===== src/hdl/byte_run_length_encoder_assert.svh =====
// assertion macros for the byte run-length encoder
// used by the top level only; expects clk and arst_n in scope
`ifndef BYTE_RUN_LENGTH_ENCODER_ASSERT_SVH
`define BYTE_RUN_LENGTH_ENCODER_ASSERT_SVH

// condition holds in the same cycle
`define BRLE_ASSERT_SAME(lbl, ante, cons, msg) \
	lbl: assert property (@(posedge clk) disable iff (!arst_n) (ante) |-> (cons)) \
		else $error(msg);

// condition holds in the next cycle
`define BRLE_ASSERT_NEXT(lbl, ante, cons, msg) \
	lbl: assert property (@(posedge clk) disable iff (!arst_n) (ante) |=> (cons)) \
		else $error(msg);

`endif


===== src/hdl/brle_pkg.sv =====
// types and constants shared by the byte run-length encoder modules
// no dependencies
`default_nettype none

package brle_pkg;

	localparam logic [7:0] RunMax = 8'd255;

	typedef struct packed {
		logic [7:0] run_value;
		logic [7:0] run_extra;
		logic       final_pair;
	} pair_t;

	// one queue entry: one or two pairs caused by one input byte
	typedef struct packed {
		logic  two;
		pair_t first;
		pair_t second;
	} cmd_t;

	typedef struct packed {
		logic empty;
		logic full;
	} q_stat_t;

endpackage

`default_nettype wire


===== src/hdl/brle_in_if.sv =====
// input byte channel of the byte run-length encoder
// no dependencies
`default_nettype none

interface brle_in_if;
	logic       valid;
	logic       ready;
	logic [7:0] data_byte;
	logic       end_of_buffer;

	modport source (output valid, output data_byte, output end_of_buffer, input ready);
	modport sink (input valid, input data_byte, input end_of_buffer, output ready);
endinterface

`default_nettype wire


===== src/hdl/brle_out_if.sv =====
// output pair channel of the byte run-length encoder
// no dependencies
`default_nettype none

interface brle_out_if;
	logic       valid;
	logic       ready;
	logic [7:0] run_value;
	logic [7:0] run_extra;
	logic       final_pair;

	modport source (output valid, output run_value, output run_extra, output final_pair,
		input ready);
	modport sink (input valid, input run_value, input run_extra, input final_pair,
		output ready);
endinterface

`default_nettype wire


===== src/hdl/byte_run_length_encoder.sv =====
// byte run-length encoder, top level
// depends on brle_pkg, brle_in_if, brle_out_if, brle_front, brle_queue, brle_back
//
// byte_in carries one raw byte per word with end_of_buffer on the last byte
// of a buffer; run_out carries pairs (run_value, run_extra = length - 1) with
// final_pair set on the pair that closes the buffer. both use valid/ready.
// a byte can be taken every cycle; byte_in.ready only drops when the command
// queue (QUEUE_DEPTH entries) is full.
// the front end decides per byte whether zero, one or two pairs leave; the
// back end sends one pair per cycle while run_out is ready, from a registered
// output; the pair of a byte that closes a run goes through the queue, then
// the output register. sustained rate is one byte per cycle, bounded by the
// back end at one pair per cycle; a byte with two pairs sends them in turn.
// runs longer than 256 bytes are split into full pairs of extra 255.
// reset clears the open run, the queue and the output; the next byte starts a
// new buffer. when run_out stalls, pairs collect in the queue and then
// byte_in.ready goes low until the receiver takes words again.
`default_nettype none

`include "byte_run_length_encoder_assert.svh"

module byte_run_length_encoder #(
	parameter int QUEUE_DEPTH = 4
) (
	input  wire logic  clk,
	input  wire logic  arst_n,
	brle_in_if.sink    byte_in,
	brle_out_if.source run_out
);

	brle_pkg::cmd_t    cmd;
	brle_pkg::cmd_t    head;
	brle_pkg::q_stat_t q_stat;
	logic              cmd_push;
	logic              cmd_pop;

	brle_front u_front (
		.clk      (clk),
		.arst_n   (arst_n),
		.byte_in  (byte_in),
		.q_stat   (q_stat),
		.cmd_push (cmd_push),
		.cmd      (cmd)
	);

	brle_queue #(
		.DEPTH (QUEUE_DEPTH)
	) u_queue (
		.clk      (clk),
		.arst_n   (arst_n),
		.push     (cmd_push),
		.push_cmd (cmd),
		.pop      (cmd_pop),
		.head     (head),
		.stat     (q_stat)
	);

	brle_back u_back (
		.clk     (clk),
		.arst_n  (arst_n),
		.head    (head),
		.q_stat  (q_stat),
		.pop     (cmd_pop),
		.run_out (run_out)
	);

	`BRLE_ASSERT_SAME(a_no_push_full, cmd_push, !q_stat.full, "push into full queue")
	`BRLE_ASSERT_SAME(a_last_pushes,
		byte_in.valid && byte_in.ready && byte_in.end_of_buffer, cmd_push,
		"end of buffer produced no pair")
	`BRLE_ASSERT_SAME(a_two_final, !q_stat.empty && head.two,
		head.second.final_pair && !head.first.final_pair,
		"second pair of a command is not the final one")
	`BRLE_ASSERT_NEXT(a_pop_shows, cmd_pop, run_out.valid,
		"popped command did not reach the output")

endmodule

`default_nettype wire


===== src/hdl/brle_front.sv =====
// front end: accepts bytes, tracks the open run, builds pair commands
// depends on brle_pkg and brle_in_if
`default_nettype none

module brle_front (
	input  wire logic             clk,
	input  wire logic             arst_n,
	brle_in_if.sink               byte_in,
	input  wire brle_pkg::q_stat_t q_stat,
	output logic                  cmd_push,
	output brle_pkg::cmd_t        cmd
);

	logic       run_open_q;
	logic [7:0] held_q;
	logic [7:0] count_q;

	logic           accept;
	logic           emit_close;
	brle_pkg::pair_t close_pair;
	brle_pkg::pair_t last_pair;
	logic [7:0]     held_next;
	logic [7:0]     count_next;

	assign byte_in.ready = !q_stat.full;
	assign accept = byte_in.valid && byte_in.ready;

	always_comb begin
		emit_close = 1'b0;
		close_pair = '{run_value: held_q, run_extra: count_q, final_pair: 1'b0};
		held_next  = held_q;
		count_next = count_q;
		priority if (!run_open_q) begin
			held_next  = byte_in.data_byte;
			count_next = '0;
		end else if (byte_in.data_byte == held_q) begin
			if (count_q == brle_pkg::RunMax) begin
				emit_close = 1'b1;
				count_next = '0;
			end else begin
				count_next = count_q + 8'd1;
			end
		end else begin
			emit_close = 1'b1;
			held_next  = byte_in.data_byte;
			count_next = '0;
		end
		last_pair = '{run_value: held_next, run_extra: count_next, final_pair: 1'b1};
		if (emit_close) begin
			cmd = '{two: byte_in.end_of_buffer, first: close_pair, second: last_pair};
		end else begin
			cmd = '{two: 1'b0, first: last_pair, second: last_pair};
		end
	end

	assign cmd_push = accept && (emit_close || byte_in.end_of_buffer);

	always_ff @(posedge clk or negedge arst_n) begin
		if (!arst_n) begin
			run_open_q <= 1'b0;
			held_q     <= '0;
			count_q    <= '0;
		end else if (accept) begin
			if (byte_in.end_of_buffer) begin
				run_open_q <= 1'b0;
				held_q     <= '0;
				count_q    <= '0;
			end else begin
				run_open_q <= 1'b1;
				held_q     <= held_next;
				count_q    <= count_next;
			end
		end
	end

endmodule

`default_nettype wire


===== src/hdl/brle_queue.sv =====
// command queue between front end and back end
// depends on brle_pkg
`default_nettype none

module brle_queue #(
	parameter int DEPTH = 4
) (
	input  wire logic              clk,
	input  wire logic              arst_n,
	input  wire logic              push,
	input  wire brle_pkg::cmd_t    push_cmd,
	input  wire logic              pop,
	output brle_pkg::cmd_t         head,
	output brle_pkg::q_stat_t      stat
);

	localparam int PtrW = (DEPTH > 1) ? $clog2(DEPTH) : 1;
	localparam int CntW = $clog2(DEPTH + 1);

	brle_pkg::cmd_t mem [DEPTH];
	logic [PtrW-1:0] wr_ptr_q;
	logic [PtrW-1:0] rd_ptr_q;
	logic [CntW-1:0] count_q;

	logic do_push;
	logic do_pop;

	assign stat.empty = (count_q == '0);
	assign stat.full  = (count_q == CntW'(DEPTH));
	assign do_push = push && !stat.full;
	assign do_pop  = pop && !stat.empty;
	assign head    = mem[rd_ptr_q];

	always_ff @(posedge clk) begin
		if (do_push) begin
			mem[wr_ptr_q] <= push_cmd;
		end
	end

	always_ff @(posedge clk or negedge arst_n) begin
		if (!arst_n) begin
			wr_ptr_q <= '0;
			rd_ptr_q <= '0;
			count_q  <= '0;
		end else begin
			if (do_push) begin
				wr_ptr_q <= (wr_ptr_q == PtrW'(DEPTH - 1)) ? '0 : wr_ptr_q + PtrW'(1);
			end
			if (do_pop) begin
				rd_ptr_q <= (rd_ptr_q == PtrW'(DEPTH - 1)) ? '0 : rd_ptr_q + PtrW'(1);
			end
			if (do_push && !do_pop) begin
				count_q <= count_q + CntW'(1);
			end else if (do_pop && !do_push) begin
				count_q <= count_q - CntW'(1);
			end
		end
	end

endmodule

`default_nettype wire


===== src/hdl/brle_back.sv =====
// back end: drains pair commands and drives the registered output
// depends on brle_pkg and brle_out_if
`default_nettype none

module brle_back (
	input  wire logic              clk,
	input  wire logic              arst_n,
	input  wire brle_pkg::cmd_t    head,
	input  wire brle_pkg::q_stat_t q_stat,
	output logic                   pop,
	brle_out_if.source             run_out
);

	logic            out_valid_q;
	brle_pkg::pair_t out_q;
	logic            pend_valid_q;
	brle_pkg::pair_t pend_q;
	logic            load;

	assign load = !out_valid_q || run_out.ready;
	assign pop  = load && !pend_valid_q && !q_stat.empty;

	assign run_out.valid      = out_valid_q;
	assign run_out.run_value  = out_q.run_value;
	assign run_out.run_extra  = out_q.run_extra;
	assign run_out.final_pair = out_q.final_pair;

	always_ff @(posedge clk) begin
		if (load) begin
			if (pend_valid_q) begin
				out_q <= pend_q;
			end else begin
				out_q  <= head.first;
				pend_q <= head.second;
			end
		end
	end

	always_ff @(posedge clk or negedge arst_n) begin
		if (!arst_n) begin
			out_valid_q  <= 1'b0;
			pend_valid_q <= 1'b0;
		end else if (load) begin
			if (pend_valid_q) begin
				out_valid_q  <= 1'b1;
				pend_valid_q <= 1'b0;
			end else begin
				out_valid_q  <= !q_stat.empty;
				pend_valid_q <= !q_stat.empty && head.two;
			end
		end
	end

endmodule

`default_nettype wire

===== src/flat_wrapper.sv =====
// flat-port wrapper written by rule: the top's interface ports become plain ports
module byte_run_length_encoder_flat 
#(
	parameter int QUEUE_DEPTH = 4
)
  (clk, arst_n, byte_in_valid, byte_in_data_byte, byte_in_end_of_buffer, byte_in_ready, run_out_valid, run_out_run_value, run_out_run_extra, run_out_final_pair, run_out_ready);
  brle_in_if byte_in_i ();
  brle_out_if run_out_i ();
  input  wire logic clk;
  input  wire logic arst_n;
  input wire logic [$bits(byte_in_i.valid)-1:0] byte_in_valid;
  input wire logic [$bits(byte_in_i.data_byte)-1:0] byte_in_data_byte;
  input wire logic [$bits(byte_in_i.end_of_buffer)-1:0] byte_in_end_of_buffer;
  output wire logic [$bits(byte_in_i.ready)-1:0] byte_in_ready;
  output wire logic [$bits(run_out_i.valid)-1:0] run_out_valid;
  output wire logic [$bits(run_out_i.run_value)-1:0] run_out_run_value;
  output wire logic [$bits(run_out_i.run_extra)-1:0] run_out_run_extra;
  output wire logic [$bits(run_out_i.final_pair)-1:0] run_out_final_pair;
  input wire logic [$bits(run_out_i.ready)-1:0] run_out_ready;
  assign byte_in_i.valid = byte_in_valid;
  assign byte_in_i.data_byte = byte_in_data_byte;
  assign byte_in_i.end_of_buffer = byte_in_end_of_buffer;
  assign byte_in_ready = byte_in_i.ready;
  assign run_out_valid = run_out_i.valid;
  assign run_out_run_value = run_out_i.run_value;
  assign run_out_run_extra = run_out_i.run_extra;
  assign run_out_final_pair = run_out_i.final_pair;
  assign run_out_i.ready = run_out_ready;
  byte_run_length_encoder #(.QUEUE_DEPTH(QUEUE_DEPTH)) u_core (.clk(clk), .arst_n(arst_n), .byte_in(byte_in_i), .run_out(run_out_i));
endmodule

===== config.mk =====
export PLATFORM = sky130hd
export DESIGN_NAME = byte_run_length_encoder_flat
export DESIGN_NICKNAME = d
export VERILOG_FILES = /design/src/hdl/brle_pkg.sv /design/src/hdl/brle_in_if.sv /design/src/hdl/brle_out_if.sv /design/src/hdl/byte_run_length_encoder.sv /design/src/hdl/brle_front.sv /design/src/hdl/brle_queue.sv /design/src/hdl/brle_back.sv /design/src/flat_wrapper.sv
export VERILOG_INCLUDE_DIRS = /design/src /design/src/hdl
export SDC_FILE = /design/constraint.sdc
export NUM_CORES = 1
export LEC_CHECK = 0
export BUFFER_PORTS_ARGS = -buffer_cell sky130_fd_sc_hd__buf_2
export CORE_AREA = 4 4 87 171
export CTS_CLUSTER_DIAMETER = 80
export CTS_CLUSTER_SIZE = 30
export DETAILED_ROUTE_END_ITERATION = 10
export DIE_AREA = 0 0 91 175
export GPL_TIMING_DRIVEN = 0
export MAX_ROUTING_LAYER = met4
export PLACE_DENSITY = 0.76
export SLEW_MARGIN = 20
export SYNTH_ARGS = -nofsm -noshare
export SYNTH_HDL_FRONTEND = slang
export SYNTH_SLANG_ARGS = --single-unit

===== constraint.sdc =====
create_clock -name clk -period 4 [get_ports clk]
set_input_delay 0.8 -clock clk [delete_from_list [all_inputs] [get_ports clk]]
set_output_delay 0.8 -clock clk [all_outputs]
set_load 0.005 [all_outputs]

After elaboration in Yosys (flattened, before gate mapping)
Memories as Yosys holds them, arrays and structs flattened.
Cells that the tools add are included.
{ "totals": {"regBits": 60, "mem_bits_rw": 140, "input_bits": 13, "output_inout_bits": 19, "elab_cells": 67, "n_memories": 1} }
{ "mem_list": {"columns": ["memory", "words", "word_bits", "rd", "rd_clocked_by_memory_dff", "wr", "line", "source"], "rows": [
  ["u_core.u_queue.mem", 4, 35, 1, 0, 1, "brle_queue.sv:20", "brle_pkg::cmd_t mem [DEPTH];"]
]} }
{ "classes": {"addsub": 5, "eq_ne": 5, "muxes": 21, "bitwise_logic": 1, "reduce_logical": 20} }
{ "op_table": {"columns": ["cell", "n"], "rows": [
  ["two-way mux 8 bit", 7],
  ["two-way mux 35 bit", 1],
  ["two-way mux 17 bit", 1],
  ["logical AND 1 bit", 9],
  ["adder 8 x 1 -> 8 bit, second input constant", 1],
  ["== test 8 bit", 1],
  ["== test 8 bit, second input constant", 1],
  ["two-way mux 1 bit", 8],
  ["zero test 1 bit", 6],
  ["two-way mux 3 bit", 2],
  ["adder 2 x 1 -> 2 bit, second input constant", 2],
  ["== test 2 bit, second input constant", 2],
  ["two-way mux 2 bit", 2],
  ["adder 3 x 1 -> 3 bit, second input constant", 1],
  ["== test 3 bit, second input constant", 1],
  ["zero test 3 bit", 1],
  ["subtractor 3 x 1 -> 3 bit, second input constant", 1],
  ["logical OR 1 bit", 2],
  ["AND reduction 2 bit", 1],
  ["nonzero test 2 bit", 1],
  ["NOT 1 bit", 1]
]} }

Longest topological paths before layout
Gate-level depths: netlist of run 1.
{ "depth": {"ltp_word": 11, "mapped_depth": 11, "ltp_nobuf": 10} }

Modules after synthesis
From an unflattened synthesis of run 1, not the netlist that was laid out.
{ "unflattened": {"cells_unflattened": 458, "area_unflattened_um2": 8300.5} }
{ "by_module_without_submodules": {"columns": ["mod", "n_inst", "cells_each", "area_per_inst_um2", "seq_area_each_um2"], "rows": [
  ["brle_queue", 1, 220, 5555.3, 4379.2],
  ["brle_front", 1, 175, 1410.1, 425.4],
  ["brle_back", 1, 63, 1335.0, 1071.0]
]} }

Least setup slack after synthesis of run 1
Ideal clock, no wire load.
{ "synth_path": {"kind": "register to register", "startpoint": "reg u_core.u_front.count_q[0]", "endpoint": "mem u_core.u_queue.mem[0][10] (netlist name), enable pin", "setup_time_ps": 394, "arrival_ps": 2373, "t_required_ps": 3606, "setup_slack_ps": 1233, "path_stages_with_launch": 7, "n_path_buf": 1, "period_less_slack_ps": 2767, "path_cell_list": "dfrtp_1 ha_1 nand2_1 or3_1 clkbuf_1 a31oi_2 and2_1"} }
{ "synth_between": {"elab_chain_cells": 9} }
{ "synth_lines": {"columns": ["item", "line", "source"], "rows": [
  ["start, declared", "brle_front.sv:16", "logic [7:0] count_q;"],
  ["start signal, assigned", "brle_front.sv:71", "count_q <= count_next;"],
  ["== test 8 bit", "brle_front.sv:37", "if (count_q == brle_pkg::RunMax) begin"],
  ["two-way mux 1 bit", "brle_front.sv:37", null],
  ["two-way mux 1 bit", "brle_front.sv:36", "end else if (byte_in.data_byte == held_q) begin"],
  ["two-way mux 1 bit", "brle_front.sv:33", "priority if (!run_open_q) begin"],
  ["logical OR 1 bit", "brle_front.sv:56", "assign cmd_push = accept && (emit_close || byte_in.end_of_buffer);"],
  ["logical AND 1 bit", "brle_front.sv:56", null],
  ["logical AND 1 bit", "brle_queue.sv:30", "assign do_push = push && !stat.full;"],
  ["net u_core.u_queue.do_push", "brle_queue.sv:25", "logic do_push;"],
  ["two-way mux 1 bit", "brle_queue.sv:35", "if (do_push) begin"],
  ["two-way mux 1 bit (not written as such)", "brle_queue.sv:36", "mem[wr_ptr_q] <= push_cmd;"],
  ["end, declared", "brle_queue.sv:20", null]
]} }
The timed path passes the listed nets, and every way through them passes these cells.

Final worst setup path of run 1
{ "layout_path": {"startpoint": "reg u_core.u_front.count_q[0]", "endpoint": "reg u_core.u_queue.count_q[2]"} }
{ "layout_between": {"elab_chain_cells": 10, "word_cells_on_any_way": 12, "classes_between": "eq/ne: 1; mux: 4; reduce/logical: 7"} }
{ "layout_lines": {"columns": ["item", "line", "source"], "rows": [
  ["== test 8 bit *", "brle_front.sv:37", null],
  ["two-way mux 1 bit *", "brle_front.sv:37", null],
  ["two-way mux 1 bit *", "brle_front.sv:36", null],
  ["two-way mux 1 bit *", "brle_front.sv:33", null],
  ["logical OR 1 bit *", "brle_front.sv:56", null],
  ["logical AND 1 bit *", "brle_front.sv:56", null],
  ["logical AND 1 bit *", "brle_queue.sv:30", null],
  ["net u_core.u_queue.do_push", "brle_queue.sv:25", null],
  ["zero test 1 bit", "brle_queue.sv:54", "end else if (do_pop && !do_push) begin"],
  ["logical AND 1 bit", "brle_queue.sv:54", null],
  ["nonzero test 2 bit (no line)", null, null],
  ["end signal, assigned", "brle_queue.sv:53", "count_q <= count_q + CntW'(1);"],
  ["end signal, assigned", "brle_queue.sv:55", "count_q <= count_q - CntW'(1);"],
  ["end, declared", "brle_queue.sv:23", "logic [CntW-1:0] count_q;"]
]} }
The timed path passes the listed nets; every way through them passes the cells marked *.
A chain may end at the register's enable or synchronous reset.

==> summary.md, run 1 <==
| Metric | Value |
|---|---|
| Status | `completed` |
| Drt total wl | `between 10000 and 15000 um` |
| Multi-input combinational cell area | `0.00207 mm^2` |
| CP Max Fanout | `9` |
| CP Data Arrival Time | `approximately 3.4 ns` |
| Max frequency | `331 MHz` |
| Most frequent cells in the layout | `edfxtp_1, buf_2, nand2_1, mux4_2, dfrtp_1` |
| # DRC | `0` |
| RSZ-0062 raised after global routing | `false` |
| Most used flip-flop cell after synthesis | `edfxtp_1` |
| Leak pwr | `0.00308 uW` |
| Yosys reg bits | `just under 200` |
| Std cell rows | `60` |
| Vias in the first global route | `4326` |
| Synth warn | `0` |
| Syn Nets | `482` |
| Cts bufs inserted | `17` |
| PostCTS Resize Cnt | `0` |
| Tcrit/Tclk final | `0.755` |
| GR Util All Layers | `0.205` |
| Core Area | `approximately 0.014 mm^2` |
| Largest net degree at the start of global routing | `27` |
| WS Path Type | `reg2reg` |
| First-pass GRT wire length | `23700 um` |
| Reg clk slew, reported paths | `0.07 ns` |
| DRT iter0 DRCs | `342` |
| Storage cell area | `0.00573 mm^2` |
| Total power | `6130 uW` |
| CP endpoint kind | `register` |
| Final Hold Fails | `0` |
| Via count | `around 4200` |
| Drt via density | `6.09` |
| Chip Width | `91 um` |
| Antenna-violating nets left | `0` |
| Initial antenna violation count | `0` |
| Cells after Synth | `461` |
| Final TNS setup | `0 ns` |
| Final Wtd Congestion | `a little under 0.9` |
| Clock latency on the worst-skew pair | `0.43 ns` |
| Initial Utilization | `0.591` |
| H-tree Lvls | `4` |
| Sequential fraction of the synthesis area | `0.717` |
| Cell Area, Synth | `0.00799 mm^2` |
| Layout cells sized above 1 | `0.284` |
| Hold WC Path Type | `in2async` |
| ANT cells | `0` |
| Post-synth EDFFs | `169` |
| Count of different cell masters after synthesis | `51` |
| Drt wl/cell | `21.7 um` |
| Period minus WS final | `just over 3 ns` |
| Layout Skew | `0.0108 ns` |
| Commonest non-fill, non-tap cell in the layout | `edfxtp_1` |
| Pre-CTS WS | `1.02 ns` |
| Post-layout net count | `about 540` |
| Final setup viols | `0` |
| Max-cap viol count | `0` |
| FILL cells | `895` |
| Chip Height | `175 um` |
| Peak supply drop | `0.000527 V` |
| Hpwl dp | `9740 um` |
| Worst endpoint required time | `about 4.4 ns` |
| CTS tree | `built` |
| Gr ovfl total | `0` |
| Power Density | `just under 700 mW/mm^2` |
| Clock net sink count | `195` |
| Port Buffers | `31` |
| FFs w/ async S/R, synth | `0.133` |
| Actual slew at the worst max-slew pin | `~0.74 ns` |
| Die ar. | `0.0159 mm^2` |
| First-pass detailed-route iteration total | `5` |
| Io pins | `32` |
| Syn avg cell area | `17.3 um^2` |
| Final Max Slew Viols | `0` |
| Setup bufs post-CTS | `0` |
| Hold-fix buffers, CTS | `0` |
| Rel. slew slack | `0.508` |
| Root Buffer | `clkbuf_16` |
| Worst setup margin | `0.978 ns` |
| Area delta synth->final | `13.4%` |
| CTS Buffer Depth | `2` |
| Startpoint type of the worst setup path | `register` |
## path summary, 6_finish.rpt
path / start / end / slack, ns / cells after the start
max in group asynchronous: arst_n / u_core.u_queue.rd_ptr_q[1] / 3.20 / 1
min in group clk: u_core.u_queue.count_q[2] / u_core.u_queue.count_q[2] / 0.50 / 1
setup / recovery: u_core.u_front.count_q[0] / u_core.u_queue.count_q[2] / 0.98 / 11
hold / removal: arst_n / u_core.u_front.count_q[2] / 0.38 / 1
hold reg to reg: u_core.u_queue.count_q[2] / u_core.u_queue.count_q[2] / 0.50 / 1
setup reg to reg: u_core.u_front.count_q[0] / u_core.u_queue.count_q[2] / 0.98 / 11
## Yosys cell counts, drive strengths merged, types with 2 or more instances
master | instances | share of area
o21ai | 18 | 0.011
xnor2 | 12 | 0.013
edfxtp | 169 | 0.64
o2bb2ai | 4 | 0.0044
dfrtp | 26 | 0.081
o31ai | 4 | 0.0038
o41ai | 2 | 0.0022
or2 | 3 | 0.0024
xor2 | 2 | 0.0022
or4 | 2 | 0.0019
mux4 | 34 | 0.096
nor3 | 6 | 0.0044
a31oi | 4 | 0.0039
mux2 | 26 | 0.037
ha | 7 | 0.011
a21oi | 9 | 0.0056
nand4 | 4 | 0.0031
a21o | 2 | 0.0019
o22ai | 2 | 0.0016
clkbuf | 14 | 0.0066
nand2b | 3 | 0.0023
nand2 | 36 | 0.017
nor2 | 12 | 0.0056
and2 | 5 | 0.0039
or3 | 6 | 0.0047
inv | 11 | 0.0052
buf | 17 | 0.012
and3 | 2 | 0.0016
nand3 | 8 | 0.0056
## area by class of cell
| type | count | share of cell area |
|---|---|---|
| plain buffers | 32 | 0.0177 |
| clock buffers | 17 | 0.0470 |
| clock inverters | 15 | 0.0182 |
| inverters | 11 | 0.00456 |
| multi-input cells | 223 | 0.228 |
| flip-flops and latches | 195 | 0.632 |
| well taps | 155 | 0.0214 |
| repair buffers | 36 | 0.0305 |
## critical path, cell delays in order, from the launching register on
cell	delay, ns
dfrtp_1	0.51
ha_1	0.34
nand2_1	0.14
or3_1	0.34
clkbuf_1	0.22
a31oi_2	0.31
ha_1	0.23
inv_1	0.06
fa_1	0.37
xor2_1	0.17
nor2_1	0.11
xor2_1	0.15
## where the power goes
| part | leakage [uW] | internal, uW | switching (uW) |
|---|---|---|---|
| combinational | 0.000894 | 757 | 794 |
| sequential | 0.00190 | 2780 | 148 |
| clock | 0.000284 | 887 | 769 |
## cell families after synthesis
group,after synthesis,share of synthesized area
AO/OA/AOI/OAI,50,0.0403
XOR/XNOR,14,0.0154
adder cells (fa/ha/maj),8,0.0135
buffers and inverters,43,0.0252
flip-flops,195,0.717
multiplexers,61,0.134
AND/OR/NAND/NOR,90,0.0551
## sequential cells by signal (all words and copies together) (netlist names), 3 cells and up
signal and cells:
u_core.u_back.run_out.run_extra 8, u_core.u_front.count_q 8, u_core.u_back.pend_q 16, u_core.u_front.held_q 8, u_core.u_back.run_out.run_value 8, u_core.u_queue.mem 136
u_core.u_queue.count_q 3
## metal layers
metal / global-route usage / routed length (um)
met1: 0.241 / 5870
met2: 0.355 / 8050
met3: 0.0349 / 502
met4: 0.0756 / 388
met5: - / 0
## per-stage QoR
stage / util / cell area, um^2 / hold WS [ns] / std cells
global route: 0.670 / 9060 / 0.416 / 684
floorplan: - / 7990 / 0.455 / 461
CTS: 0.670 / 9060 / 0.389 / 684
finish: 0.670 / 9060 / 0.378 / 684
global placement: 0.617 / 8340 / 0.472 / 647
detailed placement: 0.626 / 8470 / 0.489 / 652
(Power assumes the default switching activity.)
==> run 2: changes to the inputs <==
--- a/config.mk
+++ b/config.mk
@@ -7,14 +7,14 @@
 export NUM_CORES = 1
 export LEC_CHECK = 0
 export BUFFER_PORTS_ARGS = -buffer_cell sky130_fd_sc_hd__buf_2
-export CORE_AREA = 4 4 87 171
+export CORE_AREA = 4 4 91 178
 export CTS_CLUSTER_DIAMETER = 80
 export CTS_CLUSTER_SIZE = 30
 export DETAILED_ROUTE_END_ITERATION = 10
-export DIE_AREA = 0 0 91 175
+export DIE_AREA = 0 0 95 182
 export GPL_TIMING_DRIVEN = 0
 export MAX_ROUTING_LAYER = met4
-export PLACE_DENSITY = 0.76
+export PLACE_DENSITY = 0.74
 export SLEW_MARGIN = 20
 export SYNTH_ARGS = -nofsm -noshare
 export SYNTH_HDL_FRONTEND = slang
==> constraint.sdc (replaced) <==
create_clock -name clk -period 2.6 [get_ports clk]
set_input_delay 0.52 -clock clk [delete_from_list [all_inputs] [get_ports clk]]
set_output_delay 0.52 -clock clk [all_outputs]
set_load 0.005 [all_outputs]
==> run 2 against run 1 <==
- largest cell class unchanged
- register-to-register slack worse by 0.87 ns
- utilization down 5.9 points
- sequential cell count unchanged
- worst hold slack worse by 0.26 ns
- global-route usage down 1.5 points
- power up 53%
- critical path depth down 2
- sequential share of layout area about the same
==> summary.md, run 2 (synthesized netlist as in run 1, its figures left out) <==
| Metric | Value |
|---|---|
| Final Hold Fails | `0 (unchanged)` |
| Met2 routed wirelength | `8010 um (-0.50%)` |
| Worst endpoint required time | `2.91 ns (-1.44 ns)` |
| Met3 routed WL | `533 um (+6.2%)` |
| Via count | `4113 (-1.2%)` |
| Peak supply drop | `0.000702 V (+33%)` |
| Area delta synth->final | `13.5% (about the same)` |
| Final setup viols | `0 (unchanged)` |
| Gr ovfl total | `0 (unchanged)` |
| Root Buffer | `clkbuf_16` |
| Period minus WS final | `2.49 ns (-0.533 ns)` |
| Post-route cell area | `0.00906 mm^2 (about the same)` |
| Combinational fraction of design power | `0.247 (-0.006)` |
| Vias in the first global route | `4348 (+0.51%)` |
| Post-layout net count | `535 (-0.37%)` |
| Drt wl/cell | `20.0 um (-7.5%)` |
| RSZ-0062 raised after global routing | `false` |
| Leak pwr | `0.00305 uW (-1.0%)` |
| DRT iter0 DRCs | `342 (unchanged)` |
| Std cell rows | `63 (+5.0%)` |
| H-tree Lvls | `4 (unchanged)` |
| ANT cells | `0 (unchanged)` |
| Tcrit/Tclk final | `0.957 (+0.202)` |
| Multi-input combinational cell area | `0.00211 mm^2 (+2.2%)` |
| Antenna-violating nets left | `0 (unchanged)` |
| Share of power burned in the clock network | `0.273 (+0.003)` |
| Commonest non-fill, non-tap cell in the layout | `edfxtp_1` |
| Startpoint type of the worst setup path | `register` |
| Most frequent cells in the layout | `edfxtp_1, buf_2, nand2_1, mux4_2, mux2_2` |
| CP endpoint kind | `register` |
| Chip Height | `182 um (+4.0%)` |
| CTS Buffer Depth | `2 (unchanged)` |
| Die ar. | `0.0173 mm^2 (+8.6%)` |
| Initial antenna violation count | `0 (unchanged)` |
| Reg clk slew, reported paths | `0.07 ns (about the same)` |
| Biggest register | `u_core.u_queue.mem` |
| Hold WC Path Type | `in2async` |
| WS Path Type | `reg2reg` |
| Max reg flops | `136 (unchanged)` |
| CP Data Arrival Time | `2.80 ns (-0.57 ns)` |
| Max frequency | `402 MHz (+21%)` |
| Seq pwr share | `0.480 (+0.003)` |
| Final Wtd Congestion | `0.871 (-0.92%)` |
| Net Sw Frac | `0.268 (-0.0114)` |
| Metal-1 WL | `5500 um (-6.3%)` |
| Max Used Layer | `met4` |
| Total power | `9390 uW (+53%)` |
| FILL cells | `1159 (+29%)` |
| Rel. slew slack | `0.514 (+0.00648)` |
| Largest net degree at the start of global routing | `35 (+30%)` |
| Io pins | `32 (unchanged)` |
| Final TNS setup | `0 ns (unchanged)` |
| GR Util All Layers | `0.190 (-0.0150)` |
| Max-cap viol count | `0 (unchanged)` |
| Actual slew at the worst max-slew pin | `0.729 ns (-0.00892 ns)` |
| Chip Width | `95 um (+4.4%)` |
| Storage cell area | `0.00573 mm^2 (about the same)` |
| P_sw | `2510 uW (+47%)` |
| CTS tree | `built` |
| Top flop regs | `u_core.u_queue.mem: 136 flops, u_core.u_back.pend_q: 16 flops` |
| # DRC | `0 (unchanged)` |
| Clock latency on the worst-skew pair | `0.42 ns (about the same)` |
| Drt via density | `5.70 (-6.4%)` |
| Layout cells sized above 1 | `0.294 (+0.0106)` |
| Cts bufs inserted | `17 (unchanged)` |
| First-pass GRT wire length | `23300 um (-1.6%)` |
| Hpwl dp | `9880 um (+1.5%)` |
| First-pass detailed-route iteration total | `4 (-1)` |
| Port Buffers | `31 (unchanged)` |
| Power Density | `1040 mW/mm^2 (+53%)` |
| Final Max Slew Viols | `0 (unchanged)` |
| Clock net sink count | `195 (unchanged)` |
| Drt total wl | `14500 um (-2.4%)` |
| Initial Utilization | `0.539 (-0.0521)` |
| Layout Skew | `0.0103 ns (-0.000499 ns)` |
| Pint | `6880 uW (+56%)` |
| Placement Cell Area | `0.00841 mm^2 (-0.71%)` |
| Core Area | `0.0148 mm^2 (+9.7%)` |
| Status | `completed` |
| CP Max Fanout | `10 (+1)` |
run 2: critical path, stage by stage (launching register included):
cell,delay [ns]
dfrtp_2,0.44
or3b_4,0.41
and2_1,0.16
buf_2,0.20
o21ai_4,0.11
a31oi_4,0.06
ha_1,0.25
inv_1,0.07
fa_1,0.41
mux2_2,0.27
run 2: final timing paths:
kind                                                start                        end  slack [ns]  depth (start not counted)
min in group clk                     byte_in_data_byte[7]   u_core.u_front.held_q[7]        0.38                          3
worst max register to register  u_core.u_queue.count_q[0]  u_core.u_queue.count_q[1]        0.11                          9
worst min register to register  u_core.u_queue.count_q[2]  u_core.u_queue.count_q[2]        0.50                          1
worst min-delay path                               arst_n  u_core.u_front.count_q[4]        0.12                          1
max in group asynchronous                          arst_n  u_core.u_queue.count_q[0]        2.01                          1
worst max-delay path            u_core.u_queue.count_q[0]  u_core.u_queue.count_q[1]        0.11                          9
run 2: area by class of cell:
| type | instances | area share |
|---|---|---|
| clock inverters | 11 | 0.0142 |
| flip-flops and latches | 195 | 0.632 |
| well taps | 195 | 0.0269 |
| repair buffers | 35 | 0.0208 |
| clock buffers | 21 | 0.0508 |
| multi-input cells | 223 | 0.233 |
| inverters | 11 | 0.00456 |
| plain buffers | 31 | 0.0173 |
run 2: routing by layer:
layer | vias to the layer above | global-route usage
li1 | 1896 | -
met1 | 2095 | 0.223
met2 | 98 | 0.322
met3 | 24 | 0.0311
met4 | 0 | 0.0804
met5 | - | -
run 2: stage by stage:
stage / std cells / utilization / setup WS (ns) / hold slack [ns]
5_1_grt: 722 / 0.612 / 0.00937 / 0.154
3_5_place_dp: 688 / 0.567 / -0.425 / 0.488
6_report: 722 / 0.612 / 0.111 / 0.116
4_1_cts: 719 / 0.609 / 0.0111 / 0.129
2_1_floorplan: 461 / - / 0.0229 / 0.224
3_3_place_gp: 687 / 0.566 / -0.420 / 0.470
run 2: power groups by stage:
stage	logic (uW)	registers, uW	clock network (uW)
after detailed placement	2320	4580	0
after floorplan	1650	4520	0
after global routing	2540	4570	2770
after CTS	2350	4510	2620
after global placement	2240	4520	0
final	2320	4510	2570
run 2: repair_timing:
item                       CTS  global route
gates resized for setup     10             4
pin swaps                    0             2
setup endpoints to repair  138             2
setup buffers                0             3
hold buffers                 0             0
==> run 3: changes to the inputs <==
--- a/config.mk
+++ b/config.mk
@@ -7,15 +7,16 @@
 export NUM_CORES = 1
 export LEC_CHECK = 0
 export BUFFER_PORTS_ARGS = -buffer_cell sky130_fd_sc_hd__buf_2
-export CORE_AREA = 4 4 91 178
+export CORE_AREA = 4 4 92 181
 export CTS_CLUSTER_DIAMETER = 80
 export CTS_CLUSTER_SIZE = 30
 export DETAILED_ROUTE_END_ITERATION = 10
-export DIE_AREA = 0 0 95 182
+export DIE_AREA = 0 0 96 185
 export GPL_TIMING_DRIVEN = 0
 export MAX_ROUTING_LAYER = met4
 export PLACE_DENSITY = 0.74
 export SLEW_MARGIN = 20
 export SYNTH_ARGS = -nofsm -noshare
 export SYNTH_HDL_FRONTEND = slang
+export SYNTH_HIERARCHICAL = 1
 export SYNTH_SLANG_ARGS = --single-unit
==> run 3 against run 2 <==
- power rose by 8.4%
- synthesized cell count fell by 0.65%
- worst hold slack got worse by 0.014 ns
- wire length rose by 17%
- clock skew rose by 0.0020 ns
- via count rose by 6.6%
- design area rose by 6.6%
- register-to-register slack got worse by 0.08 ns
==> summary.md, run 3 <==
| Metric | Value |
|---|---|
| Final TNS setup | `0 ns (unchanged)` |
| Drt wl/cell | `22.8 um (+14%)` |
| Yosys reg bits | `200 (+2.6%)` |
| Via count | `4384 (+6.6%)` |
| Final std cells w/o fill | `745 (+3.2%)` |
| Pre-CTS WS | `-0.705 ns (-0.280 ns)` |
| First-pass GRT wire length | `26300 um (+13%)` |
| Max-cap viol count | `0 (unchanged)` |
| Chip Width | `96 um (+1.1%)` |
| GR Util All Layers | `0.215 (+0.0245)` |
| Most common library cells after synthesis | `edfxtp_1, nand2_1, mux4_2` |
| Worst setup margin | `0.0288 ns (-0.0825 ns)` |
| Initial Utilization | `0.543 (+0.00370)` |
| Syn Nets | `479 (-0.62%)` |
| Final Max Slew Viols | `0 (unchanged)` |
| CP Data Arrival Time | `2.89 ns (+0.09 ns)` |
| Cell Area, Synth | `0.00830 mm^2 (+3.9%)` |
| Hpwl dp | `10100 um (+2.3%)` |
| FFs w/ async S/R, synth | `0.130 (-0.00333)` |
| Largest net degree at the start of global routing | `36 (+2.9%)` |
| Post-synth top area share | `0.629 (-0.00585)` |
| H-tree Lvls | `4 (unchanged)` |
| Cts bufs inserted | `17 (unchanged)` |
| Minimum setup slack among reg-to-reg paths | `0.03 ns (-0.08 ns)` |
| CP Max Fanout | `5 (-5)` |
| CP endpoint kind | `register` |
| Final Wtd Congestion | `0.858 (-1.5%)` |
| Hold WC Path Type | `in2async` |
| Most used flip-flop cell after synthesis | `edfxtp_1` |
| Status | `completed` |
| Clock net sink count | `200 (+2.6%)` |
| Tcrit/Tclk final | `0.989 (+0.0317)` |
| Actual slew at the worst max-slew pin | `0.986 ns (+0.258 ns)` |
| Cells after Synth | `458 (-0.65%)` |
| Worst endpoint required time | `2.92 ns (about the same)` |
| Count of different cell masters after synthesis | `58 (+14%)` |
| Sequential fraction of the synthesis area | `0.708 (-0.00892)` |
| Drt total wl | `17000 um (+17%)` |
| Rel. slew slack | `0.342 (-0.172)` |
| Io pins | `32 (unchanged)` |
| Final setup viols | `0 (unchanged)` |
| Chip Height | `185 um (+1.6%)` |
| Port Buffers | `31 (unchanged)` |
| Dpl cells | `688 (unchanged)` |
| CP endpoint | `u_core/u_queue/count_q[1]` |
| Fin util | `0.632 (+0.0201)` |
| Drt via density | `5.88 (+3.3%)` |
| Max frequency | `389 MHz (-3.2%)` |
| Post-synth EDFFs | `174 (+3.0%)` |
| Vias in the first global route | `4640 (+6.7%)` |
| Dominant cells by area after synthesis | `edfxtp_1, mux4_2, dfrtp_1, mux2_2, nand2_1` |
| Clock latency on the worst-skew pair | `0.43 ns (about the same)` |
| Die ar. | `0.0178 mm^2 (+2.7%)` |
| Biggest register | `u_core/u_queue/mem` |
| Initial antenna violation count | `1 (+1)` |
| Startpoint type of the worst setup path | `register` |
| Critical R2R Capture | `u_core/u_queue/count_q[1]` |
| Syn avg cell area | `18.1 um^2 (+4.6%)` |
| Layout Skew | `0.0123 ns (+0.00199 ns)` |
| Top-count cell post-synth | `edfxtp_1` |
| DRT iter0 DRCs | `326 (-4.7%)` |
| Top flop regs | `u_core/u_queue/mem: 140 flops, u_core/u_back/pend_q: 17 flops` |
| CP startpoint | `u_core/u_front/held_q[4]` |
| Post-layout net count | `554 (+3.6%)` |
| # DRC | `0 (unchanged)` |
| Root Buffer | `clkbuf_16` |
| Peak supply drop | `0.000821 V (+17%)` |
| Core Area | `0.0153 mm^2 (+3.2%)` |
| WS Path Type | `reg2reg` |
| Power Density | `1050 mW/mm^2 (+1.7%)` |
| Antenna-violating nets left | `0 (unchanged)` |
| Commonest non-fill, non-tap cell in the layout | `edfxtp_1` |
| Max reg flops | `140 (+2.9%)` |
| Synth warn | `6 (+6)` |
| Area delta synth->final | `16.4%` |
| Hold slack | `0.102 ns (-0.0143 ns)` |
| CTS Buffer Depth | `2 (unchanged)` |
| Layout cells sized above 1 | `0.370 (+0.0758)` |
| Leak pwr | `0.00337 uW (+11%)` |
| Final Hold Fails | `0 (unchanged)` |
| Length in cells of the worst reg-to-reg path | `10 (+1)` |
| Post-synth top area cell | `edfxtp_1` |
| RSZ-0062 raised after global routing | `true` |
| First-pass detailed-route iteration total | `5 (+1)` |
| Std cell rows | `64 (+1.6%)` |
| Most frequent cells in the layout | `edfxtp_1, buf_2, nand2_1, mux4_2, mux2_2` |
| Gr ovfl total | `0 (unchanged)` |
| CTS tree | `built` |
| Reg clk slew, reported paths | `0.08 ns (about the same)` |
| R2R Path Start | `u_core/u_front/held_q[4]` |
| Period minus WS final | `2.57 ns (+0.0825 ns)` |
[run 3: critical path: stages (launching register included)]
cell      delay (ns)
dfrtp_1         0.41
xnor2_1         0.20
nand4_2         0.26
nor3_4          0.28
nand2b_4        0.17
a21oi_4         0.06
nor2b_4         0.16
ha_4            0.16
inv_2           0.04
fa_2            0.43
mux2_4          0.28
[run 3: what timing repair did]
action / in CTS / in global routing
hold buffers: 0 / 0
setup buffers: 13 / 9
gates cloned: 3 / 1
resized for setup: 16 / 7
endpoints found under the hold margin: 0 / 0
setup endpoints to repair: 142 / 64
pin swaps: 9 / 6
[run 3: cells by family after synthesis]
kind of cell,Yosys count,synth area share
flip-flops,200,0.708
AND/OR/NAND/NOR,92,0.0635
multiplexers,65,0.138
AO/OA/AOI/OAI,38,0.0312
buffers and inverters,38,0.0289
XOR/XNOR,16,0.0169
adder cells (fa/ha/maj),8,0.0130
other,1,0.000452
[run 3: final cells by class]
| class | count | area (um^2) |
|---|---|---|
| Sequential cell | 200 | 5880 |
| Tap cell | 198 | 248 |
| Buffer | 28 | 231 |
| Fill cell | 1020 | 5630 |
| Multi-Input combinational cell | 224 | 2310 |
| Antenna cell | 1 | 2.50 |
| Clock inverter | 15 | 178 |
| Timing Repair Buffer | 54 | 352 |
| Inverter | 8 | 30.0 |
| Clock buffer | 17 | 425 |
[run 3: worst min path at each step]
stage | from | to | slack, ns | cells past startpoint
final | arst_n | u_core/u_front/count_q[0] | 0.10 | 1
after global routing | arst_n | u_core/u_front/count_q[7] | 0.13 | 1
after CTS | arst_n | u_core/u_front/count_q[7] | 0.11 | 1
after detailed placement | u_core/u_front/held_q[1] | u_core/u_front/held_q[1] | 0.52 | 2
after global placement | u_core/u_front/held_q[6] | u_core/u_front/held_q[6] | 0.50 | 2
after floorplan | arst_n | u_core/u_back/pend_valid_q | 0.22 | 0
[run 3: report_power, final]
group / leakage (uW) / internal, uW / switching (uW)
Sequential: 0.00193 / 4400 / 265
Combinational: 0.00114 / 1410 / 1460
Clock: 0.000299 / 1390 / 1250
[run 3: metal layers]
metal | global-route usage | wire length (um) | share of wire | vias to the layer above
li1 | - | - | - | 1937
met1 | 0.243 | 5840 | 0.34 | 2252
met2 | 0.371 | 9780 | 0.58 | 160
met3 | 0.0329 | 919 | 0.054 | 35
met4 | 0.0918 | 416 | 0.025 | 0
met5 | - | 0 | 0 | -
[run 3: metrics by stage]
step | total power [uW] | cell area [um^2]
floorplan | 6550 | 8350
global placement | 7250 | 8750
detailed placement | 7420 | 8780
CTS | 10200 | 9550
global route | 10700 | 9660
finish | 10200 | 9660
